File: src/hdl/arr_pkg.sv
// Shared types, constants and digit helper for the addressed reading responder.
package arr_pkg;

  typedef struct packed {
    logic [7:0]  rx_byte;
    logic [7:0]  whole_degrees;
    logic [13:0] fraction_ten_thousandths;
  } arr_in_t;

  typedef struct packed {
    logic [7:0] tx_byte;
    logic       last_of_frame;
  } arr_out_t;

  // One accepted request, as queued between front and back
  typedef struct packed {
    logic [7:0]  sof_byte;
    logic [7:0]  address;
    logic [7:0]  whole;
    logic [13:0] frac;
  } arr_req_t;

  typedef struct packed {
    logic full;
    logic empty;
  } arr_q_stat_t;

  typedef enum logic {
    CFG_OWN_ADDRESS = 1'b0,
    CFG_FRAME_START = 1'b1
  } arr_cfg_idx_e;

  // Position of a byte within the response frame
  typedef enum logic [3:0] {
    POS_START       = 4'd0,
    POS_ADDRESS     = 4'd1,
    POS_WHOLE_HUNDS = 4'd2,
    POS_WHOLE_TENS  = 4'd3,
    POS_WHOLE_UNITS = 4'd4,
    POS_DOT         = 4'd5,
    POS_FRAC_THOUS  = 4'd6,
    POS_FRAC_HUNDS  = 4'd7,
    POS_FRAC_TENS   = 4'd8,
    POS_FRAC_UNITS  = 4'd9
  } arr_pos_e;

  localparam logic [7:0]  OWN_ADDRESS_RST = 8'h14;
  localparam logic [7:0]  FRAME_START_RST = 8'h96;
  localparam logic [13:0] FRACTION_MAX    = 14'd9999;
  localparam logic [7:0]  ASCII_ZERO      = 8'h30;
  localparam logic [7:0]  ASCII_DOT       = 8'h2E;

  // Leading decimal digit of v for weight w, given v < 10*w
  function automatic logic [3:0] dec_digit(input logic [13:0] v, input logic [13:0] w);
    logic [3:0] d;
    d = 4'd0;
    for (int k = 1; k < 10; k++) begin
      if (v >= 14'(14'(k) * w)) begin
        d = 4'(k);
      end
    end
    return d;
  endfunction

endpackage

File: src/hdl/arr_chan_if.sv
// Valid/ready channel carrying one payload word.
interface arr_chan_if #(parameter type T = logic);
  logic valid;
  logic ready;
  T     data;

  modport source (output valid, output data, input ready);
  modport sink (input valid, input data, output ready);
endinterface

File: src/hdl/arr_front.sv
// Request front end: config registers, frame flag and address match.
module arr_front import arr_pkg::*; (
  input  logic        clk_i,
  input  logic        rst_ni,
  input  logic        cfg_we_i,
  input  logic        cfg_idx_i,
  input  logic [7:0]  cfg_wdata_i,
  arr_chan_if.sink    in_i,
  input  arr_q_stat_t q_stat_i,
  output logic        push_o,
  output arr_req_t    req_o
);

  logic [7:0] own_addr_q;
  logic [7:0] sof_byte_q;
  logic       armed_q, armed_d;
  logic       acc;
  arr_in_t    din;

  assign din         = in_i.data;
  assign in_i.ready  = !q_stat_i.full;
  assign acc         = in_i.valid && in_i.ready;
  assign push_o      = acc && armed_q && (din.rx_byte == own_addr_q);

  always_comb begin
    req_o.sof_byte = sof_byte_q;
    req_o.address  = own_addr_q;
    req_o.whole    = din.whole_degrees;
    req_o.frac     = (din.fraction_ten_thousandths > FRACTION_MAX) ?
                     FRACTION_MAX : din.fraction_ten_thousandths;
  end

  always_comb begin
    armed_d = armed_q;
    if (acc) begin
      // armed: any byte closes the frame; idle: start byte opens it
      armed_d = armed_q ? 1'b0 : (din.rx_byte == sof_byte_q);
    end
  end

  always_ff @(posedge clk_i or negedge rst_ni) begin
    if (!rst_ni) begin
      armed_q    <= 1'b0;
      own_addr_q <= OWN_ADDRESS_RST;
      sof_byte_q <= FRAME_START_RST;
    end else begin
      armed_q <= armed_d;
      if (cfg_we_i) begin
        case (arr_cfg_idx_e'(cfg_idx_i))
          CFG_OWN_ADDRESS: own_addr_q <= cfg_wdata_i;
          CFG_FRAME_START: sof_byte_q <= cfg_wdata_i;
          default: ;
        endcase
      end
    end
  end

endmodule

File: src/hdl/arr_queue.sv
// Small request queue between front end and frame sequencer.
module arr_queue import arr_pkg::*; #(
  parameter int unsigned DEPTH = 2
) (
  input  logic        clk_i,
  input  logic        rst_ni,
  input  logic        push_i,
  input  arr_req_t    req_i,
  input  logic        pop_i,
  output arr_req_t    req_o,
  output arr_q_stat_t stat_o
);

  localparam int unsigned PW = (DEPTH > 1) ? $clog2(DEPTH) : 1;
  localparam int unsigned CW = $clog2(DEPTH + 1);
  localparam logic [PW-1:0] LAST_SLOT = PW'(DEPTH - 1);
  localparam logic [CW-1:0] FULL_CNT  = CW'(DEPTH);

  arr_req_t      slot_q [DEPTH];
  logic [PW-1:0] wr_ptr_q, rd_ptr_q;
  logic [CW-1:0] cnt_q;

  assign stat_o.full  = (cnt_q == FULL_CNT);
  assign stat_o.empty = (cnt_q == '0);
  assign req_o        = slot_q[rd_ptr_q];

  always_ff @(posedge clk_i) begin
    if (push_i) begin
      slot_q[wr_ptr_q] <= req_i;
    end
  end

  always_ff @(posedge clk_i or negedge rst_ni) begin
    if (!rst_ni) begin
      wr_ptr_q <= '0;
      rd_ptr_q <= '0;
      cnt_q    <= '0;
    end else begin
      if (push_i) begin
        wr_ptr_q <= (wr_ptr_q == LAST_SLOT) ? '0 : wr_ptr_q + PW'(1);
      end
      if (pop_i) begin
        rd_ptr_q <= (rd_ptr_q == LAST_SLOT) ? '0 : rd_ptr_q + PW'(1);
      end
      if (push_i && !pop_i) begin
        cnt_q <= cnt_q + CW'(1);
      end else if (pop_i && !push_i) begin
        cnt_q <= cnt_q - CW'(1);
      end
    end
  end

  assert property (@(posedge clk_i) disable iff (!rst_ni) push_i |-> !stat_o.full)
    else $error("push into full queue");
  assert property (@(posedge clk_i) disable iff (!rst_ni) pop_i |-> !stat_o.empty)
    else $error("pop from empty queue");
  assert property (@(posedge clk_i) disable iff (!rst_ni) cnt_q <= FULL_CNT)
    else $error("queue count out of range");
  assert property (@(posedge clk_i) disable iff (!rst_ni)
                   (push_i && !pop_i) |=> (cnt_q == $past(cnt_q) + CW'(1)))
    else $error("queue count missed a push");

endmodule

File: src/hdl/arr_back.sv
// Frame sequencer: emits the ten response bytes, one byte and at most one decimal digit per step.
module arr_back import arr_pkg::*; (
  input  logic        clk_i,
  input  logic        rst_ni,
  input  arr_q_stat_t q_stat_i,
  input  arr_req_t    req_i,
  output logic        pop_o,
  arr_chan_if.source  out_o
);

  logic        busy_q, busy_d;
  arr_pos_e    pos_q, pos_d;
  logic [7:0]  start_q, addr_q;
  logic [7:0]  whole_rem_q, whole_rem_d;
  logic [13:0] frac_rem_q, frac_rem_d;
  logic        out_vld_q, out_vld_d;
  arr_out_t    out_q, out_d;
  logic        adv, emit, frame_end;
  logic        on_whole, on_digit;
  logic [13:0] dig_val, dig_wt, dig_rem;
  logic [3:0]  dig;
  logic [7:0]  byte_val;

  assign adv       = !out_vld_q || out_o.ready;
  assign emit      = busy_q && adv;
  assign frame_end = emit && (pos_q == POS_FRAC_UNITS);
  assign pop_o     = !q_stat_i.empty && (!busy_q || frame_end);

  assign out_o.valid = out_vld_q;
  assign out_o.data  = out_q;

  // digit weight per frame position
  always_comb begin
    on_whole = 1'b0;
    on_digit = 1'b1;
    dig_wt   = 14'd1;
    case (pos_q)
      POS_WHOLE_HUNDS: begin on_whole = 1'b1; dig_wt = 14'd100;  end
      POS_WHOLE_TENS:  begin on_whole = 1'b1; dig_wt = 14'd10;   end
      POS_WHOLE_UNITS: begin on_whole = 1'b1; dig_wt = 14'd1;    end
      POS_FRAC_THOUS:  dig_wt = 14'd1000;
      POS_FRAC_HUNDS:  dig_wt = 14'd100;
      POS_FRAC_TENS:   dig_wt = 14'd10;
      POS_FRAC_UNITS:  dig_wt = 14'd1;
      default:         on_digit = 1'b0;
    endcase
  end

  assign dig_val = on_whole ? {6'd0, whole_rem_q} : frac_rem_q;
  assign dig     = dec_digit(dig_val, dig_wt);
  assign dig_rem = dig_val - 14'(14'(dig) * dig_wt);

  always_comb begin
    case (pos_q)
      POS_START:   byte_val = start_q;
      POS_ADDRESS: byte_val = addr_q;
      POS_DOT:     byte_val = ASCII_DOT;
      default:     byte_val = ASCII_ZERO + {4'd0, dig};
    endcase
  end

  always_comb begin
    busy_d      = busy_q;
    pos_d       = pos_q;
    whole_rem_d = whole_rem_q;
    frac_rem_d  = frac_rem_q;
    if (emit) begin
      if (on_digit && on_whole) begin
        whole_rem_d = dig_rem[7:0];
      end else if (on_digit) begin
        frac_rem_d = dig_rem;
      end
      if (frame_end) begin
        busy_d = 1'b0;
        pos_d  = POS_START;
      end else begin
        pos_d = arr_pos_e'(pos_q + 4'd1);
      end
    end
    if (pop_o) begin
      busy_d      = 1'b1;
      pos_d       = POS_START;
      whole_rem_d = req_i.whole;
      frac_rem_d  = req_i.frac;
    end
  end

  always_comb begin
    out_vld_d = out_vld_q;
    out_d     = out_q;
    if (adv) begin
      out_vld_d           = emit;
      out_d.tx_byte       = byte_val;
      out_d.last_of_frame = (pos_q == POS_FRAC_UNITS);
    end
  end

  always_ff @(posedge clk_i) begin
    out_q       <= out_d;
    whole_rem_q <= whole_rem_d;
    frac_rem_q  <= frac_rem_d;
    if (pop_o) begin
      start_q <= req_i.sof_byte;
      addr_q  <= req_i.address;
    end
  end

  always_ff @(posedge clk_i or negedge rst_ni) begin
    if (!rst_ni) begin
      busy_q    <= 1'b0;
      pos_q     <= POS_START;
      out_vld_q <= 1'b0;
    end else begin
      busy_q    <= busy_d;
      pos_q     <= pos_d;
      out_vld_q <= out_vld_d;
    end
  end

endmodule

File: src/hdl/addressed_reading_responder.sv
// Bus slave answering a start byte plus its address with a ten-byte ASCII temperature word
// stream: start byte, address, three whole digits, '.', four fraction digits, last word
// marked. Input words are taken every cycle while the request queue (QUEUE_DEPTH entries)
// has room; a matching request then occupies the frame sequencer for its ten output words,
// one output word per cycle while the output is ready, and a queued request follows with no
// gap. The sequencer forms one byte, and at most one decimal digit, per output word.
module addressed_reading_responder import arr_pkg::*; #(
  parameter int unsigned QUEUE_DEPTH = 2
) (
  input  logic       clk_i,
  input  logic       rst_ni,
  input  logic       cfg_we_i,
  input  logic       cfg_idx_i,
  input  logic [7:0] cfg_wdata_i,
  arr_chan_if.sink   in_i,
  arr_chan_if.source out_o
);

  arr_q_stat_t q_stat;
  arr_req_t    push_req, pop_req;
  logic        push, pop;

  arr_front u_front (
    .clk_i       (clk_i),
    .rst_ni      (rst_ni),
    .cfg_we_i    (cfg_we_i),
    .cfg_idx_i   (cfg_idx_i),
    .cfg_wdata_i (cfg_wdata_i),
    .in_i        (in_i),
    .q_stat_i    (q_stat),
    .push_o      (push),
    .req_o       (push_req)
  );

  arr_queue #(.DEPTH(QUEUE_DEPTH)) u_queue (
    .clk_i  (clk_i),
    .rst_ni (rst_ni),
    .push_i (push),
    .req_i  (push_req),
    .pop_i  (pop),
    .req_o  (pop_req),
    .stat_o (q_stat)
  );

  arr_back u_back (
    .clk_i    (clk_i),
    .rst_ni   (rst_ni),
    .q_stat_i (q_stat),
    .req_i    (pop_req),
    .pop_o    (pop),
    .out_o    (out_o)
  );

endmodule
File: src/flat_wrapper.sv
// flat-port wrapper written by rule: the top's interface ports become plain ports
module addressed_reading_responder_flat import arr_pkg::*;
#(
  parameter int unsigned QUEUE_DEPTH = 2
)
  (clk_i, rst_ni, cfg_we_i, cfg_idx_i, cfg_wdata_i, in_i_valid, in_i_data, in_i_ready, out_o_valid, out_o_data, out_o_ready);
  arr_chan_if in_i_i ();
  arr_chan_if out_o_i ();
  input  logic clk_i;
  input  logic rst_ni;
  input  logic cfg_we_i;
  input  logic cfg_idx_i;
  input  logic [7:0] cfg_wdata_i;
  input wire logic [$bits(in_i_i.valid)-1:0] in_i_valid;
  input wire logic [$bits(in_i_i.data)-1:0] in_i_data;
  output wire logic [$bits(in_i_i.ready)-1:0] in_i_ready;
  output wire logic [$bits(out_o_i.valid)-1:0] out_o_valid;
  output wire logic [$bits(out_o_i.data)-1:0] out_o_data;
  input wire logic [$bits(out_o_i.ready)-1:0] out_o_ready;
  assign in_i_i.valid = in_i_valid;
  assign in_i_i.data = in_i_data;
  assign in_i_ready = in_i_i.ready;
  assign out_o_valid = out_o_i.valid;
  assign out_o_data = out_o_i.data;
  assign out_o_i.ready = out_o_ready;
  addressed_reading_responder #(.QUEUE_DEPTH(QUEUE_DEPTH)) u_core (.clk_i(clk_i), .rst_ni(rst_ni), .cfg_we_i(cfg_we_i), .cfg_idx_i(cfg_idx_i), .cfg_wdata_i(cfg_wdata_i), .in_i(in_i_i), .out_o(out_o_i));
endmodule
File: config.mk
export PLATFORM = sky130hd
export DESIGN_NAME = addressed_reading_responder_flat
export DESIGN_NICKNAME = d
export VERILOG_FILES = /design/src/hdl/arr_pkg.sv /design/src/hdl/arr_chan_if.sv /design/src/hdl/arr_front.sv /design/src/hdl/arr_queue.sv /design/src/hdl/arr_back.sv /design/src/hdl/addressed_reading_responder.sv /design/src/flat_wrapper.sv
export SDC_FILE = /design/constraint.sdc
export NUM_CORES = 1
export LEC_CHECK = 0
export ABC_AREA = 1
export ABC_CLOCK_PERIOD_IN_PS = 1850
export BUFFER_PORTS_ARGS = -buffer_cell sky130_fd_sc_hd__buf_2
export CORE_MARGIN = 3
export CORE_UTILIZATION = 50
export CTS_BUF_LIST = sky130_fd_sc_hd__clkbuf_16
export DETAILED_ROUTE_END_ITERATION = 8
export GPL_ROUTABILITY_DRIVEN = 0
export HOLD_SLACK_MARGIN = 0.15
export PLACE_DENSITY = 0.76
export SYNTH_ARGS = -nofsm -noshare
export SYNTH_HDL_FRONTEND = slang
export SYNTH_SLANG_ARGS = --single-unit
File: constraint.sdc
create_clock -name clk_i -period 1.85 [get_ports clk_i]
set_clock_uncertainty 0.2 [all_clocks]
set_input_delay 0.0925 -clock clk_i [delete_from_list [all_inputs] [get_ports clk_i]]
set_output_delay 0.0925 -clock clk_i [all_outputs]
set_load 0.02 [all_outputs]
=== Word-level counts from Yosys, hierarchy flattened ===
Index checks and enable logic that the tools add are counted.

* Register bits after elaboration: 26
* Input bits: 15
* Output and inout port bits: 3
* Word-level logic and storage cells: 48

* $add $sub $neg: 3
* Equal/unequal tests: 2
* Multiplexer cells: 9
* Bitwise gates (word level): 1
* Reduce and logical (&&, ||, !) cells: 25

{| class="wikitable"
|+ Operators by type and width
! cell !! count
|-
| 8-bit zero test || 2
|-
| 4-bit 2-to-1 mux || 3
|-
| 1-bit logical AND || 8
|-
| 1-bit zero test || 6
|-
| 2-bit AND reduction || 3
|-
| 2-bit nonzero test || 3
|-
| 4-bit by 1-bit adder with 4-bit output, second input constant || 1
|-
| 4-bit equality test, second input constant || 1
|-
| 1-bit 2-to-1 mux || 4
|-
| 2-bit 2-to-1 mux || 2
|-
| 2-bit by 1-bit adder with 2-bit output, second input constant || 1
|-
| 2-bit equality test, second input constant || 1
|-
| 2-bit zero test || 1
|-
| 1-bit logical OR || 2
|-
| 2-bit by 1-bit subtractor with 2-bit output, second input constant || 1
|-
| 1-bit NOT || 1
|}

=== Longest topological paths before layout ===
Gate-level depths: netlist of run 1.

* Depth in word-level cells: 9
* Depth in mapped cells: 10
* Depth with buffers taken out: 10

=== Hierarchy ===
Synthesis of run 1 repeated with hierarchy kept, for this count alone.

* Cells, all modules: 292
* Area total of the unflattened synthesis: 4261.6 sq um

{| class="wikitable"
|+ Modules (own cells, without submodules)
! module !! times used !! cells each !! area an instance (sq um) !! sequential area each (sq um)
|-
| arr_queue || 1 || 143 || 2995.4 || 2382.3
|-
| arr_front || 1 || 106 || 894.6 || 432.9
|-
| arr_back || 1 || 43 || 371.6 || 180.2
|}

=== Worst setup path before layout of run 1 ===
OpenSTA, ideal clock, no wires.

* Path kind: register to register
* Start point: register u_core.u_back.pos_q[1]
* End point: register u_core.u_queue.cnt_q[1]
* Setup time: 0.127 ns
* Arrival time: 1.588 ns
* Required time: 1.523 ns
* Slack: -0.065 ns
* Cell stages (with the launch flop): 10
* Buffers on the path: 0
* Period minus slack after synthesis: 1.915 ns
* Cell sequence: dfrtp_1 -> inv_1 -> ha_1 -> nand3_4 -> o21bai_4 -> nand2_2 -> ha_1 -> a21oi_1 -> o21ai_1 -> xor2_1

* Word-level cells in the longest chain between the ends: 7
* Elaborated cells between the ends (all ways): 9
* Those cells by class: eq/ne (1); mux (1); reduce/logical (7)

{| class="wikitable"
|+ RTL lines
! what !! line !! text
|-
| start, declared || arr_back.sv:12 || <nowiki>arr_pos_e pos_q, pos_d;</nowiki>
|-
| start signal, assigned || arr_back.sv:115 || <nowiki>pos_q <= pos_d;</nowiki>
|-
| 4-bit equality test (*) || - ||
|-
| 1-bit logical AND (*) || arr_back.sv:26 || <nowiki>assign frame_end = emit && (pos_q == POS_FRAC_UNITS);</nowiki>
|-
| 1-bit logical OR (*) || arr_back.sv:27 || <nowiki>assign pop_o = !q_stat_i.empty && (!busy_q || frame_end);</nowiki>
|-
| 1-bit logical AND (*) || arr_back.sv:27 ||
|-
| 1-bit zero test || arr_queue.sv:45 || <nowiki>if (push_i && !pop_i) begin</nowiki>
|-
| 1-bit logical AND || arr_queue.sv:45 ||
|-
| 2-bit 2-to-1 mux or 2-bit nonzero test (tied branches) || - ||
|-
| end signal, assigned || arr_queue.sv:46 || <nowiki>cnt_q <= cnt_q + CW'(1);</nowiki>
|-
| end signal, assigned || arr_queue.sv:48 || <nowiki>cnt_q <= cnt_q - CW'(1);</nowiki>
|-
| end, declared || arr_queue.sv:21 || <nowiki>logic [CW-1:0] cnt_q;</nowiki>
|}

Every way passes the cells marked *; elsewhere a longest branch is shown, timed or not.
A chain may end at the register's enable or synchronous reset.

=== Final worst setup path of run 1 ===
* Start point: register u_core.u_front.own_addr_q[1]
* End point: register u_core.u_queue.cnt_q[1]

* Word-level cells in the longest chain between the ends: 5
* Elaborated cells between the ends (all ways): 7
* Those cells by class: mux (1); reduce/logical (6)

{| class="wikitable"
|+ RTL lines
! what !! line !! text
|-
| start, declared || arr_front.sv:14 || <nowiki>logic [7:0] own_addr_q;</nowiki>
|-
| start signal, assigned || arr_front.sv:50 || <nowiki>CFG_OWN_ADDRESS: own_addr_q <= cfg_wdata_i;</nowiki>
|-
| 8-bit zero test (*) || arr_front.sv:23 || <nowiki>assign push_o = acc && armed_q && (din.rx_byte == own_addr_q);</nowiki>
|-
| 1-bit logical AND (*) || arr_front.sv:23 ||
|-
| 1-bit zero test || arr_queue.sv:47 || <nowiki>end else if (pop_i && !push_i) begin</nowiki>
|-
| 1-bit logical AND || arr_queue.sv:47 ||
|-
| 2-bit nonzero test (no line) || - ||
|}

Marks and branches as above.

==> results of run 1 <==
## path summary, 6_finish.rpt
kind / from / cells past startpoint / slack, ps / endpoint
setup / recovery: u_core.u_front.own_addr_q[1] / 7 / 30 / u_core.u_queue.cnt_q[1]
setup reg to reg: u_core.u_front.own_addr_q[1] / 7 / 30 / u_core.u_queue.cnt_q[1]
max in group asynchronous: rst_ni / 2 / 940 / u_core.u_front.own_addr_q[2]
min in group clk_i: u_core.u_front.sof_byte_q[2] / 2 / 270 / u_core.u_front.sof_byte_q[2]
hold / removal: rst_ni / 2 / 140 / u_core.u_back.out_o.valid
hold reg to reg: u_core.u_front.sof_byte_q[2] / 2 / 270 / u_core.u_front.sof_byte_q[2]
## registers in the layout, indices dropped and copies added, names as in the netlist
signal / cells
u_core.u_front.own_addr_q: 8
u_core.u_front.sof_byte_q: 8
u_core.u_back.pos_q: 4
u_core.u_queue.cnt_q: 2
u_core.u_back.busy_q: 1
u_core.u_back.out_o.data: 1
u_core.u_back.out_o.valid: 1
u_core.u_front.armed_q: 1
## power by group through the flow
stage          sequential, W  clock, W  combinational (W)
3_3_place_gp        0.000807         0           0.000663
5_1_grt             0.000830  0.000516           0.000916
6_report            0.000819  0.000478           0.000819
4_1_cts             0.000813  0.000482           0.000754
2_1_floorplan       0.000821         0           0.000499
3_5_place_dp        0.000815         0           0.000691
## worst max-delay path, cell delays in order, from the launching register on
cell,delay [ps]
dfrtp_1,400
nor4_2,290
nand2_1,110
nor2_2,150
ha_4,230
a21oi_2,90
o21ai_1,90
xor2_1,150
## cells by family (layout without fill, tap and decap cells)
group | Yosys count | after routing
AO/OA/AOI/OAI | 23 | 23
XOR/XNOR | 2 | 2
adder cells (fa/ha/maj) | 3 | 3
buffers and inverters | 23 | 65
flip-flops | 26 | 26
AND/OR/NAND/NOR | 59 | 59
## metrics by stage
step / utilization, % / setup slack, ps / std cells
floorplan: - / 11.51 / 136
global placement: 61.00 / 33.60 / 182
detailed placement: 61.00 / -33.19 / 182
CTS: 71.84 / 1.571 / 202
global route: 73.58 / -35.60 / 206
finish: 73.58 / 28.51 / 206
## final cells by class
| class | count | area, um^2 | area share [%] |
|---|---|---|---|
| repair buffers | 40 | 297.8 | 17.62 |
| clock inverters | 1 | 3.754 | 0.2221 |
| well taps | 28 | 35.03 | 2.073 |
| clock buffers | 3 | 75.07 | 4.441 |
| flip-flops and latches | 26 | 663.1 | 39.23 |
| inverters | 21 | 78.83 | 4.663 |
| multi-input cells | 87 | 536.8 | 31.75 |
## layer usage
metal | up-vias | track usage (%) | routed length (um)
li1 | 512 | - | -
met4 | 0 | 7.797 | 48
met2 | 24 | 30.05 | 1293
met3 | 5 | 3.712 | 92
met1 | 459 | 19.79 | 1014
met5 | - | 0 | 0
## cells in the mapped netlist
library cell / number
nand2_1: 33
dfrtp_1: 19
o21ai_1: 18
inv_1: 13
inv_2: 8
nor2_1: 7
dfstp_2: 6
nand2_2: 4
nand2_4: 4
ha_1: 3
buf_2: 2
nand3_1: 2
nand3_2: 2
nor2_2: 2
nor4_1: 2
a21oi_1: 1
a21oi_2: 1
edfxtp_1: 1
nand3_4: 1
nand4_1: 1
nor3_1: 1
o21ai_0: 1
o21bai_4: 1
o22ai_2: 1
xnor2_1: 1
xor2_1: 1
## timing repair
action,4_1_cts,5_1_grt
setup endpoints to repair,1,1
hold buffers,15,0
setup buffers,1,4
resized for setup,2,2
hold endpoints to repair,47,0
pin swaps,0,4
==> summary.md, run 1 <==
| Metric | Value |
|---|---|
| Vias per cell | `4.854` |
| Switching share of total power | `33.93%` |
| Drt pass-1 iters | `4` |
| Antenna violations before repair | `0` |
| Final setup viols | `0` |
| Die width | `56.03 um` |
| Largest net degree at the start of global routing | `26` |
| Mux share of post-synthesis cell area | `0%` |
| Part of the power in registers | `38.7%` |
| Vias in the first global route | `1,021` |
| Slew headroom | `64.53%` |
| Tot GR Track Use | `17.16%` |
| Core box area | `2297 um^2` |
| Synth Area in Compound Gates | `11.20%` |
| Final worst path period need | `1821 ps` |
| Vias | `1,000` |
| Clock group share of total power | `22.6%` |
| Initial core utilization | `54.47%` |
| Status | `completed` |
| Leading cell types by total area after synthesis | `dfrtp_1, dfstp_2, nand2_1` |
| Switch Pwr | `0.0007178 W` |
| Maximum vdd drop | `0.6936 mV` |
| Overall die area | `3139 um^2` |
| Crit path launch type | `flip-flop` |
| Final hold violations | `0` |
| Fin crit share | `98.46%` |
| Int Pwr | `0.001398 W` |
| Yosys top cell area share | `38.00%` |
| Cell area after layout | `1690 um^2` |
| Fill cell count | `157` |
| Setup TNS | `0 ps` |
| TritonCTS Buffers | `3` |
| Hold Slack | `141.1 ps` |
| Simple-Gate Fraction of Synth Area | `24.30%` |
| Synthesized Nets | `154` |
| Worst Path Max Fanout | `2` |
| Leakage | `0.8184 nW` |
| Syn. warnings | `0` |
| GR Overflow Total | `0` |
| Xor/xnor share of the synthesized area | `1.400%` |
| Nets | `197` |
| DRC | `0` |
| Die height | `56.03 um` |
| Sequential share of the synthesized area | `53.00%` |
| FF+latch count, synth | `26` |
| WS Path Type | `flip-flop to flip-flop` |
| Post-synth cell types | `26` |
| RSZ-0062 raised after global routing | `yes` |
| Clk root buf | `clkbuf_16` |
| Syn Area/Cell | `9.200 um^2` |
| Layout cells sized above 1 | `35.96%` |
| Combinational family with the most area after synthesis | `simple AND/OR/NAND/NOR gates` |
| First-pass GRT wire length | `4.243 mm` |
| Worst slew pin tran | `532.0 ps` |
| Mapped cell area | `1251 um^2` |
| Post-synthesis adder-cell area fraction | `3.000%` |
| Bufs on Longest Clock Path | `2` |
| Crit path DAT | `1760 ps` |
| Post-synth top area cell | `dfrtp_1` |
| Total of max-cap violations | `0` |
| Critical Path Sink Type | `flip-flop` |
| CP required | `1790 ps` |
| Clk slew on worst S/H paths | `60 ps` |
| H-tree Lvls | `1` |
| Design Power | `0.002116 W` |
| Pwr per Cell Area | `1252 nW/um^2` |
| Remaining antenna violation count | `0` |
| Cell Area, Placed | `1401 um^2` |
| Most common cell after layout, fill and taps aside | `nand2_1` |
| Syn-to-layout area delta | `35.10%` |
| Average wire per standard cell | `11.88 um` |
| Initial drt markers | `23` |
| Clk sinks | `26` |
| Tightest Hold Check Type | `primary input to async pin` |
| Mapped Cells | `136` |
| Total wire length | `2.448 mm` |
| CTS tree | `done` |
| Max-slew violation count | `0` |
| Combinational share of power | `38.7%` |
| Site row count | `17` |
| Ports | `18` |
| Commonest cells after routing, fill and taps aside | `nand2_1, dfrtp_1, o21ai_1, buf_2, dlygate4sd3_1` |
| Fmax | `0.5490 GHz` |
| Placed wire-length estimate | `1.587 mm` |
| Number of port buffers | `16` |
| Antenna diodes | `0` |
| Worst-Skew Late Latency | `260 ps` |
(Power assumes the default switching activity.)
==> run 2: changes to the inputs <==
--- a/config.mk
+++ b/config.mk
@@ -15,6 +15,7 @@
 export GPL_ROUTABILITY_DRIVEN = 0
 export HOLD_SLACK_MARGIN = 0.15
 export PLACE_DENSITY = 0.76
+export SETUP_SLACK_MARGIN = 0.1
 export SYNTH_ARGS = -nofsm -noshare
 export SYNTH_HDL_FRONTEND = slang
 export SYNTH_SLANG_ARGS = --single-unit
==> run 2 against run 1 <==
Compared with the run above: worst hold slack gained 9.4 ps; sequential share of layout area rose by 0.41 points; total power decreased by 1.2%; sequential power is 0.6% higher; core utilization shrank 0.76 points; register-to-register slack hardly changed; wire length grew 2.1%; critical path type unchanged; combinational power down 4.8%; global-route usage up 1.1 points; count of clock-buffer cells in the layout stayed put; cell count fell by 2.4%; sequential cell count unchanged.
==> summary.md, run 2 (synthesis gave the netlist of run 1 again) <==
| Metric | Value |
|---|---|
| Pwr per Cell Area | `1250 nW/um^2 (-0.15%)` |
| Reg-to-reg slack, setup | `40 ps (about the same)` |
| Fin crit share | `97.82% (-0.63 points)` |
| Commonest cells after routing, fill and taps aside | `nand2_1, dfrtp_1, o21ai_1, buf_2, dlygate4sd3_1` |
| Clk sinks | `26 (unchanged)` |
| Tot GR Track Use | `18.26% (+1.1 points)` |
| Vias per cell | `4.990 (+2.8%)` |
| Drt pass-1 iters | `4 (unchanged)` |
| FF-to-FF Start | `u_core.u_front.own_addr_q[6]` |
| Crit path launch type | `flip-flop` |
| Final worst path period need | `1810 ps (-11.75 ps)` |
| Core box area | `2297 um^2 (unchanged)` |
| DR WL met3 | `96 um (+4.3%)` |
| Crit. Startpoint | `u_core.u_front.own_addr_q[6]` |
| Initial core utilization | `54.47% (unchanged)` |
| Reg2reg end | `u_core.u_queue.cnt_q[1]` |
| WS Path Type | `flip-flop to flip-flop` |
| Combinational share of power | `37.3% (-1.4 points)` |
| Total of max-cap violations | `0 (unchanged)` |
| Multi-input logic area | `559.3 um^2 (+4.2%)` |
| Die height | `56.03 um (unchanged)` |
| Syn-to-layout area delta | `33.70%` |
| Maximum vdd drop | `0.7278 mV (+4.9%)` |
| Average wire per standard cell | `12.43 um (+4.6%)` |
| Setup TNS | `0 ps (unchanged)` |
| Final hold violations | `0 (unchanged)` |
| DRC | `0 (unchanged)` |
| Clock group share of total power | `23.3% (+0.7 points)` |
| Leakage | `0.7997 nW (-2.3%)` |
| Die width | `56.03 um (unchanged)` |
| Final setup viols | `0 (unchanged)` |
| Vias | `1,003 (+0.30%)` |
| Ports | `18 (unchanged)` |
| First-pass GRT wire length | `4.409 mm (+3.9%)` |
| Overall die area | `3139 um^2 (unchanged)` |
| Clk root buf | `clkbuf_16` |
| Tightest Hold Check Type | `primary input to async pin` |
| Total wire length | `2.499 mm (+2.1%)` |
| Storage element area | `663.1 um^2 (unchanged)` |
| TritonCTS Buffers | `3 (unchanged)` |
| Initial drt markers | `28 (+22%)` |
| Hold Slack | `150.4 ps (+9.353 ps)` |
| Top Layer Used | `met4` |
| Critical path endpoint | `u_core.u_queue.cnt_q[1]` |
| Layout cells sized above 1 | `35.84% (-0.12 points)` |
| Bufs on Longest Clock Path | `2 (unchanged)` |
| CP required | `1790 ps (about the same)` |
| Number of port buffers | `16 (unchanged)` |
| Reg2Reg Depth | `7 (unchanged)` |
| Largest registers | `u_core.u_front.own_addr_q (8), u_core.u_front.sof_byte_q (8), u_core.u_back.pos_q (4)` |
| CTS tree | `done` |
| Antenna diodes | `0 (unchanged)` |
| RSZ-0062 raised after global routing | `yes` |
| Met1 wire length | `1.061 mm (+4.6%)` |
| Part of the power in registers | `39.4% (+0.7 points)` |
| Antenna violations before repair | `0 (unchanged)` |
| Remaining antenna violation count | `0 (unchanged)` |
| Nets | `192 (-2.5%)` |
| Fill cell count | `183 (+17%)` |
| Max-slew violation count | `0 (unchanged)` |
| Worst slew pin tran | `548.5 ps (+16.52 ps)` |
| Largest net degree at the start of global routing | `26 (unchanged)` |
| Crit path DAT | `1750 ps (about the same)` |
| Switch Pwr | `0.0007245 W (+0.94%)` |
| Worst-Skew Late Latency | `260 ps (about the same)` |
| Status | `completed` |
| Worst Path Max Fanout | `2 (unchanged)` |
| Critical Path Sink Type | `flip-flop` |
| H-tree Lvls | `1 (unchanged)` |
| Slew headroom | `63.43% (-1.1 points)` |
| GR Overflow Total | `0 (unchanged)` |
| Met2 Routed Length | `1.286 mm (-0.54%)` |
| Clk slew on worst S/H paths | `70 ps (about the same)` |
| Vias in the first global route | `1,015 (-0.59%)` |
| Switching share of total power | `34.66% (+0.73 points)` |
| Site row count | `17 (unchanged)` |
| Most common cell after layout, fill and taps aside | `nand2_1` |
| Int Pwr | `0.001366 W (-2.3%)` |
| Fmax | `0.5526 GHz (+0.65%)` |
| Placed wire-length estimate | `1.609 mm (+1.3%)` |
## run 2: cell types whose count changed in the layout (fill, tap and decap cells not counted), sizes merged
cell,change
buf,-4
dlygate4sd3,-1
inv,-1
clkinv,+1
## run 2: power groups by stage
stage / Sequential (W) / Combinational (W) / Clock, W
5_1_grt: 0.000845 / 0.000871 / 0.000518
3_3_place_gp: 0.000814 / 0.000671 / 0
3_5_place_dp: 0.000822 / 0.000703 / 0
4_1_cts: 0.000817 / 0.000778 / 0.000483
6_report: 0.000824 / 0.000780 / 0.000487
2_1_floorplan: 0.000828 / 0.000525 / 0
## run 2: metrics by stage
stage          setup WS, ps  utilization (%)  cell area (um^2)  cells  power, W
4_1_cts               83.86            72.22              1659    201  0.002078
2_1_floorplan         81.59                -              1282    136  0.001353
5_1_grt              -72.28            72.82              1673    201  0.002234
6_report              40.26            72.82              1673    201  0.002091
3_5_place_dp          19.55            61.06              1403    180  0.001525
3_3_place_gp          55.63            61.06              1403    180  0.001485
## run 2: worst max-delay path: stages, from the launching register on
cell	delay (ps)
dfrtp_1	410
nor4_4	300
nand2_1	90
nor2_2	160
ha_4	220
a21oi_2	90
o21ai_1	80
xor2_1	140
## run 2: repair_timing
item | in CTS | in global routing
setup endpoints to repair | 1 | 2
pin swaps | 2 | 3
endpoints found under the hold margin | 47 | 0
hold buffers | 14 | 0
resized for setup | 3 | 2
buffers inserted | 3 | 0
## run 2: how the worst min path moves through the flow
stage,start,endpoint,slack (ps),depth (start not counted)
floorplan,rst_ni,u_core.u_back.busy_q,-400,0
global placement,rst_ni,u_core.u_queue.cnt_q[0],-100,1
detailed placement,rst_ni,u_core.u_front.own_addr_q[0],-90,1
CTS,rst_ni,u_core.u_queue.cnt_q[0],170,2
global route,rst_ni,u_core.u_front.sof_byte_q[0],210,2
finish,rst_ni,u_core.u_queue.cnt_q[0],150,2
## run 2: layout make-up
class | count | share of cell area [%]
flip-flops and latches | 26 | 39.64
multi-input cells | 87 | 33.43
repair buffers | 35 | 15.41
inverters | 21 | 4.712
clock buffers | 3 | 4.488
well taps | 28 | 2.094
clock inverters | 1 | 0.2244
## run 2: per-layer routing
layer  vias up  GRT usage, %
met5         -             0
li1        503             -
met4         0         9.153
met3         5         2.784
met1       471         22.12
met2        24         31.22
